===== config.mk =====
export PLATFORM = sky130hd
export DESIGN_NAME = jvm_numeric_conversion_unit
export DESIGN_NICKNAME = d
export VERILOG_FILES = /design/src/jncu_pkg.sv /design/src/jvm_numeric_conversion_unit.sv
export SDC_FILE = /design/constraint.sdc
export NUM_CORES = 2
export LEC_CHECK = 0
export BUFFER_PORTS_ARGS = -buffer_cell sky130_fd_sc_hd__buf_4
export CAP_MARGIN = 20
export CORE_MARGIN = 4
export CORE_UTILIZATION = 40
export CTS_CLUSTER_DIAMETER = 200
export CTS_CLUSTER_SIZE = 28
export DETAILED_ROUTE_END_ITERATION = 10
export GPL_ROUTABILITY_DRIVEN = 0
export PLACE_DENSITY = 0.56
export SYNTH_ARGS = -nofsm -noshare
export SYNTH_HDL_FRONTEND = slang
export SYNTH_SLANG_ARGS = --single-unit

===== constraint.sdc =====
create_clock -name clk -period 26.2 [get_ports clk]
set_clock_uncertainty 0.05 [all_clocks]
set_input_delay 3.93 -clock clk [delete_from_list [all_inputs] [get_ports clk]]
set_output_delay 3.93 -clock clk [all_outputs]
set_load 0.02 [all_outputs]

===== src/jncu_pkg.sv =====
`default_nettype none
package jncu_pkg;

  typedef enum logic [3:0] {
    OP_I2L = 4'd0, OP_I2F = 4'd1, OP_I2D = 4'd2, OP_L2I = 4'd3,
    OP_L2F = 4'd4, OP_L2D = 4'd5, OP_F2I = 4'd6, OP_F2L = 4'd7,
    OP_F2D = 4'd8, OP_D2I = 4'd9, OP_D2L = 4'd10, OP_D2F = 4'd11,
    OP_I2B = 4'd12, OP_I2C = 4'd13, OP_I2S = 4'd14, OP_NONE = 4'd15
  } op_t;

  typedef enum logic [1:0] {
    KIND_INT = 2'd0, KIND_LONG = 2'd1, KIND_FLOAT = 2'd2, KIND_DOUBLE = 2'd3
  } kind_t;

  // Result class decided in stage one
  typedef enum logic [1:0] {
    CLS_DIRECT = 2'd0, CLS_I2FP = 2'd1, CLS_FP2I = 2'd2, CLS_D2F = 2'd3
  } cls_t;

endpackage
`default_nettype wire


===== src/jvm_numeric_conversion_unit.sv =====
// Converts one JVM primitive value per request among int, long, float and
// double, or narrows an int to byte, char or short, with JVM rounding and
// saturation rules. Four register stages (decode, leading-one search,
// normalising shift, rounding and pack); a request enters every cycle while
// the pipeline is not stalled. A stall on the result side holds the whole
// pipeline; a request is taken while the last stage is empty or moving on.
`default_nettype none
module jvm_numeric_conversion_unit (
  input  wire logic        clk,
  input  wire logic        rst_n,
  input  wire logic        in_valid,
  output logic             in_ready,
  input  wire logic [3:0]  in_opcode,
  input  wire logic [63:0] in_operand_bits,
  output logic             out_valid,
  input  wire logic        out_ready,
  output logic [63:0]      out_result_bits,
  output logic [1:0]       out_result_kind
);

  logic adv;
  assign adv      = !out_valid || out_ready;
  assign in_ready = adv;

  // ---------------- stage 1: decode -----------------
  logic        v1_r;
  logic [1:0]  cls1_r, cls1_nxt;
  logic [1:0]  kind1_r, kind1_nxt;
  logic [63:0] direct1_r, direct1_nxt;
  logic [63:0] mag1_r, mag1_nxt;     // integer magnitude or fp significand
  logic        sign1_r, sign1_nxt;
  logic        dbl1_r, dbl1_nxt;     // target double (i2fp) / 64-bit target (fp2i)
  logic        f2d1_r, f2d1_nxt;
  logic signed [12:0] e1_r, e1_nxt;  // unbiased exponent for fp-to-int sources; float biased exponent for d2f
  logic        zero1_r, zero1_nxt;   // fp2i gives zero / fp source zero
  logic        sat1_r, sat1_nxt;
  logic        spec1_r, spec1_nxt;   // d2f special result in direct1

  always_comb begin
    logic [63:0] x;
    logic [10:0] ex;
    logic [51:0] fr;
    logic        s, is_d, nan;
    logic [6:0]  nbits;
    x = 64'd0; ex = 11'd0; fr = 52'd0; s = 1'b0; is_d = 1'b0; nan = 1'b0;
    nbits = 7'd32;
    cls1_nxt = jncu_pkg::CLS_DIRECT;
    kind1_nxt = jncu_pkg::KIND_INT;
    direct1_nxt = 64'd0; mag1_nxt = 64'd0; sign1_nxt = 1'b0;
    dbl1_nxt = 1'b0; f2d1_nxt = 1'b0; e1_nxt = 13'sd0; zero1_nxt = 1'b0;
    sat1_nxt = 1'b0; spec1_nxt = 1'b0;
    unique case (jncu_pkg::op_t'(in_opcode))
      jncu_pkg::OP_I2L: begin
        direct1_nxt = {{32{in_operand_bits[31]}}, in_operand_bits[31:0]};
        kind1_nxt = jncu_pkg::KIND_LONG;
      end
      jncu_pkg::OP_L2I: direct1_nxt = {32'd0, in_operand_bits[31:0]};
      jncu_pkg::OP_I2B: direct1_nxt = {32'd0, {24{in_operand_bits[7]}}, in_operand_bits[7:0]};
      jncu_pkg::OP_I2C: direct1_nxt = {48'd0, in_operand_bits[15:0]};
      jncu_pkg::OP_I2S: direct1_nxt = {32'd0, {16{in_operand_bits[15]}},
                                       in_operand_bits[15:0]};
      jncu_pkg::OP_I2F, jncu_pkg::OP_I2D, jncu_pkg::OP_L2F, jncu_pkg::OP_L2D: begin
        if (in_opcode == jncu_pkg::OP_I2F || in_opcode == jncu_pkg::OP_I2D)
          x = {{32{in_operand_bits[31]}}, in_operand_bits[31:0]};
        else
          x = in_operand_bits;
        cls1_nxt  = jncu_pkg::CLS_I2FP;
        sign1_nxt = x[63];
        mag1_nxt  = x[63] ? (64'd0 - x) : x;
        dbl1_nxt  = (in_opcode == jncu_pkg::OP_I2D || in_opcode == jncu_pkg::OP_L2D);
        kind1_nxt = dbl1_nxt ? jncu_pkg::KIND_DOUBLE : jncu_pkg::KIND_FLOAT;
      end
      jncu_pkg::OP_F2I, jncu_pkg::OP_F2L, jncu_pkg::OP_D2I, jncu_pkg::OP_D2L: begin
        is_d = (in_opcode == jncu_pkg::OP_D2I || in_opcode == jncu_pkg::OP_D2L);
        if (is_d) begin
          s = in_operand_bits[63]; ex = in_operand_bits[62:52];
          fr = in_operand_bits[51:0];
          nan = (ex == 11'h7FF) && (fr != 52'd0);
          e1_nxt = $signed({2'b00, ex}) - 13'sd1023;
          mag1_nxt = {11'd0, 1'b1, fr};
        end else begin
          s = in_operand_bits[31]; ex = {3'd0, in_operand_bits[30:23]};
          fr = {in_operand_bits[22:0], 29'd0};
          nan = (ex == 11'h0FF) && (fr != 52'd0);
          e1_nxt = $signed({2'b00, ex}) - 13'sd127;
          mag1_nxt = {11'd0, 1'b1, fr};
        end
        dbl1_nxt  = (in_opcode == jncu_pkg::OP_F2L || in_opcode == jncu_pkg::OP_D2L);
        nbits     = dbl1_nxt ? 7'd64 : 7'd32;
        cls1_nxt  = jncu_pkg::CLS_FP2I;
        kind1_nxt = dbl1_nxt ? jncu_pkg::KIND_LONG : jncu_pkg::KIND_INT;
        sign1_nxt = s;
        zero1_nxt = nan || (ex == 11'd0) || (e1_nxt < 13'sd0);
        sat1_nxt  = !zero1_nxt && (e1_nxt >= $signed({6'd0, nbits}) - 13'sd1);
      end
      jncu_pkg::OP_F2D: begin
        // reuse the int-to-fp path for zero and subnormal floats; others are direct
        s = in_operand_bits[31]; ex = {3'd0, in_operand_bits[30:23]};
        kind1_nxt = jncu_pkg::KIND_DOUBLE;
        if (ex == 11'h0FF) begin
          direct1_nxt = {s, 11'h7FF, (in_operand_bits[22:0] != 23'd0),
                         in_operand_bits[21:0], 29'd0};
        end else if (ex == 11'd0) begin
          cls1_nxt  = jncu_pkg::CLS_I2FP;
          f2d1_nxt  = 1'b1;
          dbl1_nxt  = 1'b1;
          sign1_nxt = s;
          mag1_nxt  = {41'd0, in_operand_bits[22:0]};
        end else begin
          direct1_nxt = {s, ex + 11'd896, in_operand_bits[22:0], 29'd0};
        end
      end
      jncu_pkg::OP_D2F: begin
        s = in_operand_bits[63]; ex = in_operand_bits[62:52];
        fr = in_operand_bits[51:0];
        kind1_nxt = jncu_pkg::KIND_FLOAT;
        cls1_nxt  = jncu_pkg::CLS_D2F;
        sign1_nxt = s;
        mag1_nxt  = {11'd0, 1'b1, fr};
        e1_nxt    = $signed({2'b00, ex}) - 13'sd896;   // float biased exponent
        zero1_nxt = (ex == 11'd0);
        if (ex == 11'h7FF) begin
          spec1_nxt = 1'b1;
          direct1_nxt = (fr == 52'd0) ? {32'd0, s, 31'h7F800000}
                                      : {32'd0, s, 8'hFF, fr[51:29] | 23'h400000};
        end
      end
      default: ;
    endcase
  end

  // ---------------- stage 2: leading-one position -----------------
  logic        v2_r;
  logic [1:0]  cls2_r, kind2_r;
  logic [63:0] direct2_r, mag2_r;
  logic        sign2_r, dbl2_r, f2d2_r, zero2_r, sat2_r, spec2_r;
  logic signed [12:0] e2_r;
  logic [5:0]  top2_r, top2_nxt;

  always_comb begin
    top2_nxt = 6'd0;
    for (int i = 0; i < 64; i++)
      if (mag1_r[i]) top2_nxt = 6'(i);
  end

  // ---------------- stage 3: normalise / align -----------------
  logic        v3_r;
  logic [1:0]  cls3_r, kind3_r;
  logic [63:0] direct3_r;
  logic        sign3_r, dbl3_r, f2d3_r, zero3_r, sat3_r, spec3_r;
  logic signed [12:0] e3_r, e3_nxt;
  logic [63:0] sh3_r, sh3_nxt;   // normalised (bit 63 lead) or integer magnitude
  logic        stk3_r, stk3_nxt; // sticky for d2f subnormal path

  always_comb begin
    logic [6:0] rs;
    logic [63:0] lost;
    sh3_nxt = 64'd0; stk3_nxt = 1'b0; e3_nxt = e2_r; rs = 7'd0; lost = 64'd0;
    unique case (jncu_pkg::cls_t'(cls2_r))
      jncu_pkg::CLS_I2FP: begin
        sh3_nxt = mag2_r << (6'd63 - top2_r);
        e3_nxt  = $signed({7'd0, top2_r});
      end
      jncu_pkg::CLS_FP2I: begin
        // value = sig * 2^(e-52), 0 <= e <= 62 here when used
        if (e2_r >= 13'sd52) sh3_nxt = mag2_r << (6'(e2_r - 13'sd52));
        else                 sh3_nxt = mag2_r >> (6'(13'sd52 - e2_r));
      end
      jncu_pkg::CLS_D2F: begin
        // place significand at bits 63..11, shift right for subnormals
        if (e2_r >= 13'sd1) sh3_nxt = mag2_r << 11;
        else begin
          rs = (e2_r < -13'sd63) ? 7'd64 : 7'(13'sd1 - e2_r);
          lost = (rs >= 7'd64) ? (mag2_r << 11) : ((mag2_r << 11) << (7'd64 - rs));
          sh3_nxt = (rs >= 7'd64) ? 64'd0 : ((mag2_r << 11) >> rs[5:0]);
          stk3_nxt = (lost != 64'd0);
        end
      end
      default: ;
    endcase
  end

  // ---------------- stage 4: round and pack -----------------
  logic        v4_r;
  logic [63:0] res4_r, res4_nxt;
  logic [1:0]  kind4_r;

  always_comb begin
    logic [52:0] keep;
    logic        g, st;
    logic [11:0] ebias;
    logic [63:0] m;
    res4_nxt = direct3_r; keep = 53'd0; g = 1'b0; st = 1'b0; ebias = 12'd0; m = 64'd0;
    unique case (jncu_pkg::cls_t'(cls3_r))
      jncu_pkg::CLS_DIRECT: ;
      jncu_pkg::CLS_I2FP: begin
        if (zero3_r || sh3_r == 64'd0) begin
          res4_nxt = f2d3_r ? {sign3_r, 63'd0} : 64'd0;
        end else if (dbl3_r) begin
          keep = sh3_r[63:11]; g = sh3_r[10]; st = |sh3_r[9:0];
          if (g && (st || keep[0])) keep = keep + 53'd1;
          ebias = f2d3_r ? (12'(e3_r) + 12'd874) : (12'(e3_r) + 12'd1023);
          // a carry out of the significand bumps the exponent
          if (keep == 53'd0)
            ebias = ebias + 12'd1;
          res4_nxt = {sign3_r, ebias[10:0], keep[51:0]};
        end else begin
          keep = {29'd0, sh3_r[63:40]}; g = sh3_r[39]; st = |sh3_r[38:0];
          if (g && (st || keep[0])) keep = keep + 53'd1;
          ebias = 12'(e3_r) + 12'd127;
          if (keep[24]) begin ebias = ebias + 12'd1; keep = keep >> 1; end
          res4_nxt = {32'd0, sign3_r, ebias[7:0], keep[22:0]};
        end
      end
      jncu_pkg::CLS_FP2I: begin
        if (zero3_r) res4_nxt = 64'd0;
        else if (sat3_r)
          res4_nxt = dbl3_r ? (sign3_r ? 64'h8000000000000000 : 64'h7FFFFFFFFFFFFFFF)
                            : (sign3_r ? 64'h0000000080000000 : 64'h000000007FFFFFFF);
        else begin
          m = sign3_r ? (64'd0 - sh3_r) : sh3_r;
          res4_nxt = dbl3_r ? m : {32'd0, m[31:0]};
        end
      end
      jncu_pkg::CLS_D2F: begin
        if (spec3_r) res4_nxt = direct3_r;
        else if (zero3_r) res4_nxt = {32'd0, sign3_r, 31'd0};
        else if (e3_r >= 13'sd255) res4_nxt = {32'd0, sign3_r, 31'h7F800000};
        else if (e3_r >= 13'sd1) begin
          keep = {29'd0, sh3_r[63:40]}; g = sh3_r[39]; st = |sh3_r[38:0];
          if (g && (st || keep[0])) keep = keep + 53'd1;
          ebias = 12'(e3_r);
          if (keep[24]) begin ebias = ebias + 12'd1; keep = keep >> 1; end
          res4_nxt = (ebias >= 12'd255) ? {32'd0, sign3_r, 31'h7F800000}
                                        : {32'd0, sign3_r, ebias[7:0], keep[22:0]};
        end else begin
          // subnormal: field = bits 63..40 after right shift by (1-e)
          keep = {29'd0, sh3_r[63:40]}; g = sh3_r[39];
          st = (|sh3_r[38:0]) || stk3_r;
          if (g && (st || keep[0])) keep = keep + 53'd1;
          res4_nxt = {32'd0, sign3_r, 7'd0, keep[23:0]};
        end
      end
      default: ;
    endcase
  end

  // ---------------- pipeline registers -----------------
  always_ff @(posedge clk) begin
    if (!rst_n) begin
      v1_r <= 1'b0; v2_r <= 1'b0; v3_r <= 1'b0; v4_r <= 1'b0;
    end else if (adv) begin
      v1_r <= in_valid; v2_r <= v1_r; v3_r <= v2_r; v4_r <= v3_r;
    end
  end

  always_ff @(posedge clk) begin
    if (adv) begin
      cls1_r <= cls1_nxt; kind1_r <= kind1_nxt; direct1_r <= direct1_nxt;
      mag1_r <= mag1_nxt; sign1_r <= sign1_nxt; dbl1_r <= dbl1_nxt;
      f2d1_r <= f2d1_nxt; e1_r <= e1_nxt; zero1_r <= zero1_nxt;
      sat1_r <= sat1_nxt; spec1_r <= spec1_nxt;
      cls2_r <= cls1_r; kind2_r <= kind1_r; direct2_r <= direct1_r;
      mag2_r <= mag1_r; sign2_r <= sign1_r; dbl2_r <= dbl1_r; f2d2_r <= f2d1_r;
      e2_r <= e1_r; zero2_r <= zero1_r; sat2_r <= sat1_r; spec2_r <= spec1_r;
      top2_r <= top2_nxt;
      cls3_r <= cls2_r; kind3_r <= kind2_r; direct3_r <= direct2_r;
      sign3_r <= sign2_r; dbl3_r <= dbl2_r; f2d3_r <= f2d2_r; zero3_r <= zero2_r;
      sat3_r <= sat2_r; spec3_r <= spec2_r; e3_r <= e3_nxt; sh3_r <= sh3_nxt;
      stk3_r <= stk3_nxt;
      res4_r <= res4_nxt; kind4_r <= kind3_r;
    end
  end

  assign out_valid       = v4_r;
  assign out_result_bits = res4_r;
  assign out_result_kind = kind4_r;

  // ---------------- assertions -----------------
  a_int_upper_zero: assert property (@(posedge clk) disable iff (!rst_n)
    out_valid && (out_result_kind == jncu_pkg::KIND_INT ||
                  out_result_kind == jncu_pkg::KIND_FLOAT)
    |-> out_result_bits[63:32] == 32'd0) else $error("upper half not clear");
  a_hold: assert property (@(posedge clk) disable iff (!rst_n)
    out_valid && !out_ready |=> out_valid && $stable(out_result_bits))
    else $error("result dropped under stall");
  a_flow: assert property (@(posedge clk) disable iff (!rst_n)
    in_valid && in_ready |=> v1_r) else $error("request lost in stage one");
  a_ready: assert property (@(posedge clk) disable iff (!rst_n)
    !out_valid |-> in_ready) else $error("stalled with empty output");

endmodule
`default_nettype wire

==> impl_metrics.csv <==
group,metric,value,unit
worst_setup_path,slowest_stage,"nand2b_4",
layout,fillCellCount,11618,
clocking,post-cts-setup-buffers,0,
hold_path,min_from,"direct2_r[23]",
clocking,h-tree-depth,1,
sta,worst_pin_slew,1.31,ns
drt,via_count,47606,
synth,synth.net_count,5613,
sta,max_slew_margin,12.1,%
drt,post_drt_wl_per_cell,31.4,um
floorplanning,fp.coreArea,118000,sq um
sta,finalCritPeriodShare,33.2,%
clocking,cts.reportedPaths.clkPinSlew,0.10,ns
power,cellPowerDensity,76.1,nW/um^2
hold_path,min_path_type,"reg -> reg",
drt,drc_errors,1,
hold_path,min_to,"direct3_r[23]",
synth,synth_top_area_share,32.6,%
floorplanning,rows,126,
sta,fmax,0.115,GHz
global_route,grt-ovfl-total,0,
synth,avgSynthCellArea,8.63,sq um
drt,drtIter0Drc,8677,
sta,min_period,8.70,ns
synth,synth_commonest_cells,"nand2_1, edfxtp_1, clkbuf_1",
sta,hold_viol,0,
layout,drive_gt1_share,11.5,%
worst_setup_path,r2r-start,"e2_r[1]",
worst_setup_path,path_cells,"buf_4, nand2b_4, buf_4",
worst_setup_path,reg2reg_depth,16,
place,dp_hpwl,149000,um
synth,syn-instance-count,5513,
clocking,cts_tree,"done",
layout,nets,5364,
worst_setup_path,required,22.22,ns
synth,ys_seq_area_share,32.8,%
clocking,clk_latency,0.64,ns
drt,routed_wl,214000,um
synth,async_flop_share,0,%
clocking,cts_buffers,23,
status,status,"complete, but fails checks",
global_route,grt_pass1_vias,42788,
synth,yosys-top-cells-area,"edfxtp_1, mux2i_1, mux4_2",
synth,synth_seq_cells,521,
synth,yosysMostFrequentCell,"nand2_1",
synth,ys.flop_type,"edfxtp_1",
clocking,cts_buffer_depth,3,
place,numPortBuffers,139,
synth,synth_top_area_cell,"edfxtp_1",
sta,drv_slew,0,
worst_setup_path,critical_path_class,"in -> out",
status,violations,"DRC",
synth,synth_cell_types,96,
floorplanning,io_pins,140,
power,p_leak,18.8,nW
worst_setup_path,critPathLaunchType,"primary input",
synth,ys_warn_count,0,
floorplanning,die_w,353,um
floorplanning,die_y,353,um
clocking,cts_root_buf,"clkbuf_16",
sta,rsz0062_at_grt,"false",
sta,tns,0,ns
drt,ant_nets,0,
sta,setup_viol,0,
clocking,ctsHoldBuffers,0,
worst_setup_path,max_stage_delay,0.43,ns
synth,syn-cell-area,47600,sq um
global_route,antenna_found_initial,6,
floorplanning,start_util,40.3,%
worst_setup_path,endpoint_kind,"output pin",
power,vdd.ir_drop.worst,0.0468,mV
layout,final_util,42.7,%
worst_setup_path,crit_fanout,36,
global_route,grt_max_degree,176,
hold_path,hold_path_depth,0,
worst_setup_path,path_common_cell,"buf_4",
floorplanning,dieArea,124000,sq um
drt,viasPerCell,6.98,
place,place_area,49700,sq um
layout,fin_area,50500,sq um
drt,firstDrtPassIters,11,
clocking,clkSinkCount,521,
power,power.total,3.84,mW
global_route,grt_pass1_wl,305000,um
worst_setup_path,r2r-end,"stk3_r",
worst_setup_path,arrival,4.72,ns
job,max_cap_violations,0,
layout,syn2layout_area_growth,6.13,%
global_route,grt_usage,32.7,%
clocking,ctsResizeCount,0,
synth,synth-edff-count,517,
worst_setup_path,r2r_slack,18.74,ns
==> layout make-up <==
cell class | count | area, sq um | area share [%]
inverters | 63 | 239 | 0.473
diodes | 7 | 17.5 | 0.0347
clock inverters | 3 | 70.1 | 0.139
clock buffers | 33 | 613 | 1.21
well taps | 1536 | 1920 | 3.81
multi-input cells | 4351 | 29700 | 58.7
flip-flops and latches | 521 | 15600 | 30.9
repair buffers | 304 | 2350 | 4.67
==> cells by family (layout without fill, tap and decap cells) <==
| family | count (synthesis) | count (layout) | share of synthesized area (%) |
|---|---|---|---|
| AOI/OAI and AO/OA | 1576 | 1576 | 21.5 |
| buffers and inverters | 641 | 403 | 5.29 |
| adders and majority gates | 28 | 28 | 0.737 |
| and+or+nand+nor | 1911 | 1911 | 18.2 |
| muxes | 625 | 625 | 17.7 |
| xor gates and xnor gates | 211 | 211 | 3.89 |
| DFF | 521 | 521 | 32.8 |
| other | 0 | 7 | 0 |
==> layout by cell type, fill, tap and decap left out, types with 21 or more instances in the layout <==
| cell type | n |
|---|---|
| a211oi_1 | 71 |
| a21o_1 | 23 |
| a21oi_1 | 364 |
| a221o_1 | 37 |
| a221oi_1 | 35 |
| a22o_1 | 30 |
| a22oi_1 | 61 |
| a31oi_1 | 51 |
| and2_1 | 37 |
| and3_1 | 44 |
| buf_4 | 295 |
| clkbuf_16 | 23 |
| edfxtp_1 | 517 |
| ha_1 | 25 |
| inv_1 | 53 |
| mux2_2 | 37 |
| mux2i_1 | 417 |
| mux4_2 | 167 |
| nand2_1 | 823 |
| nand2b_1 | 30 |
| nand3_1 | 129 |
| nand4_1 | 40 |
| nor2_1 | 436 |
| nor2b_1 | 35 |
| nor3_1 | 123 |
| nor4_1 | 63 |
| o211ai_1 | 96 |
| o21ai_0 | 440 |
| o221ai_1 | 60 |
| o22ai_1 | 52 |
| o31ai_1 | 39 |
| or3_1 | 49 |
| or4_1 | 21 |
| xnor2_1 | 113 |
| xor2_1 | 89 |
==> stage by stage <==
stage / hold slack (ns) / setup WS [ns] / cells
6_report: 0.356 / 17.50 / 6818
5_1_grt: 0.366 / 17.39 / 6811
4_1_cts: 0.374 / 17.44 / 6805
3_5_place_dp: 0.355 / 17.44 / 6769
3_3_place_gp: 0.351 / 17.46 / 6767
2_1_floorplan: 0.350 / 3.94 / 5513
==> where the power goes <==
group          switching [mW]  total (mW)  internal (mW)
combinational            1.44        2.19          0.752
clock                   0.268       0.439          0.171
sequential              0.171        1.21           1.04
==> metal layers <==
metal	track usage (%)	part of all wire [%]	vias to the layer above
met4	16.2	6.7	2
met5	0.192	0.0065	-
met2	45.9	40	3803
met1	44.9	39	22764
met3	10.6	15	715
li1	-	-	20322
==> worst max-delay path by stage <==
stage          startpoint        to  slack (ns)  cells after the start
2_1_floorplan   out_ready  in_ready        3.94                      2
3_3_place_gp    out_ready  in_ready       17.46                      3
3_5_place_dp    out_ready  in_ready       17.44                      3
4_1_cts         out_ready  in_ready       17.44                      3
5_1_grt         out_ready  in_ready       17.39                      3
6_report        out_ready  in_ready       17.50                      3
==> state kept, by name (all words and copies together) (netlist names), 12 cells and up <==
register and flops:
mag1_r 64, mag2_r 64, out_result_bits 64, sh3_r 64
direct1_r 62, direct2_r 62, direct3_r 62, e1_r 12
e2_r 12, e3_r 12
==> worst max-delay path: cells and delay by family <==
family,cells,cell delay (ns)
AND/OR/NAND/NOR,1,0.43
buffers and inverters,2,0.35
No activity file was read; power rests on OpenSTA's default activity.
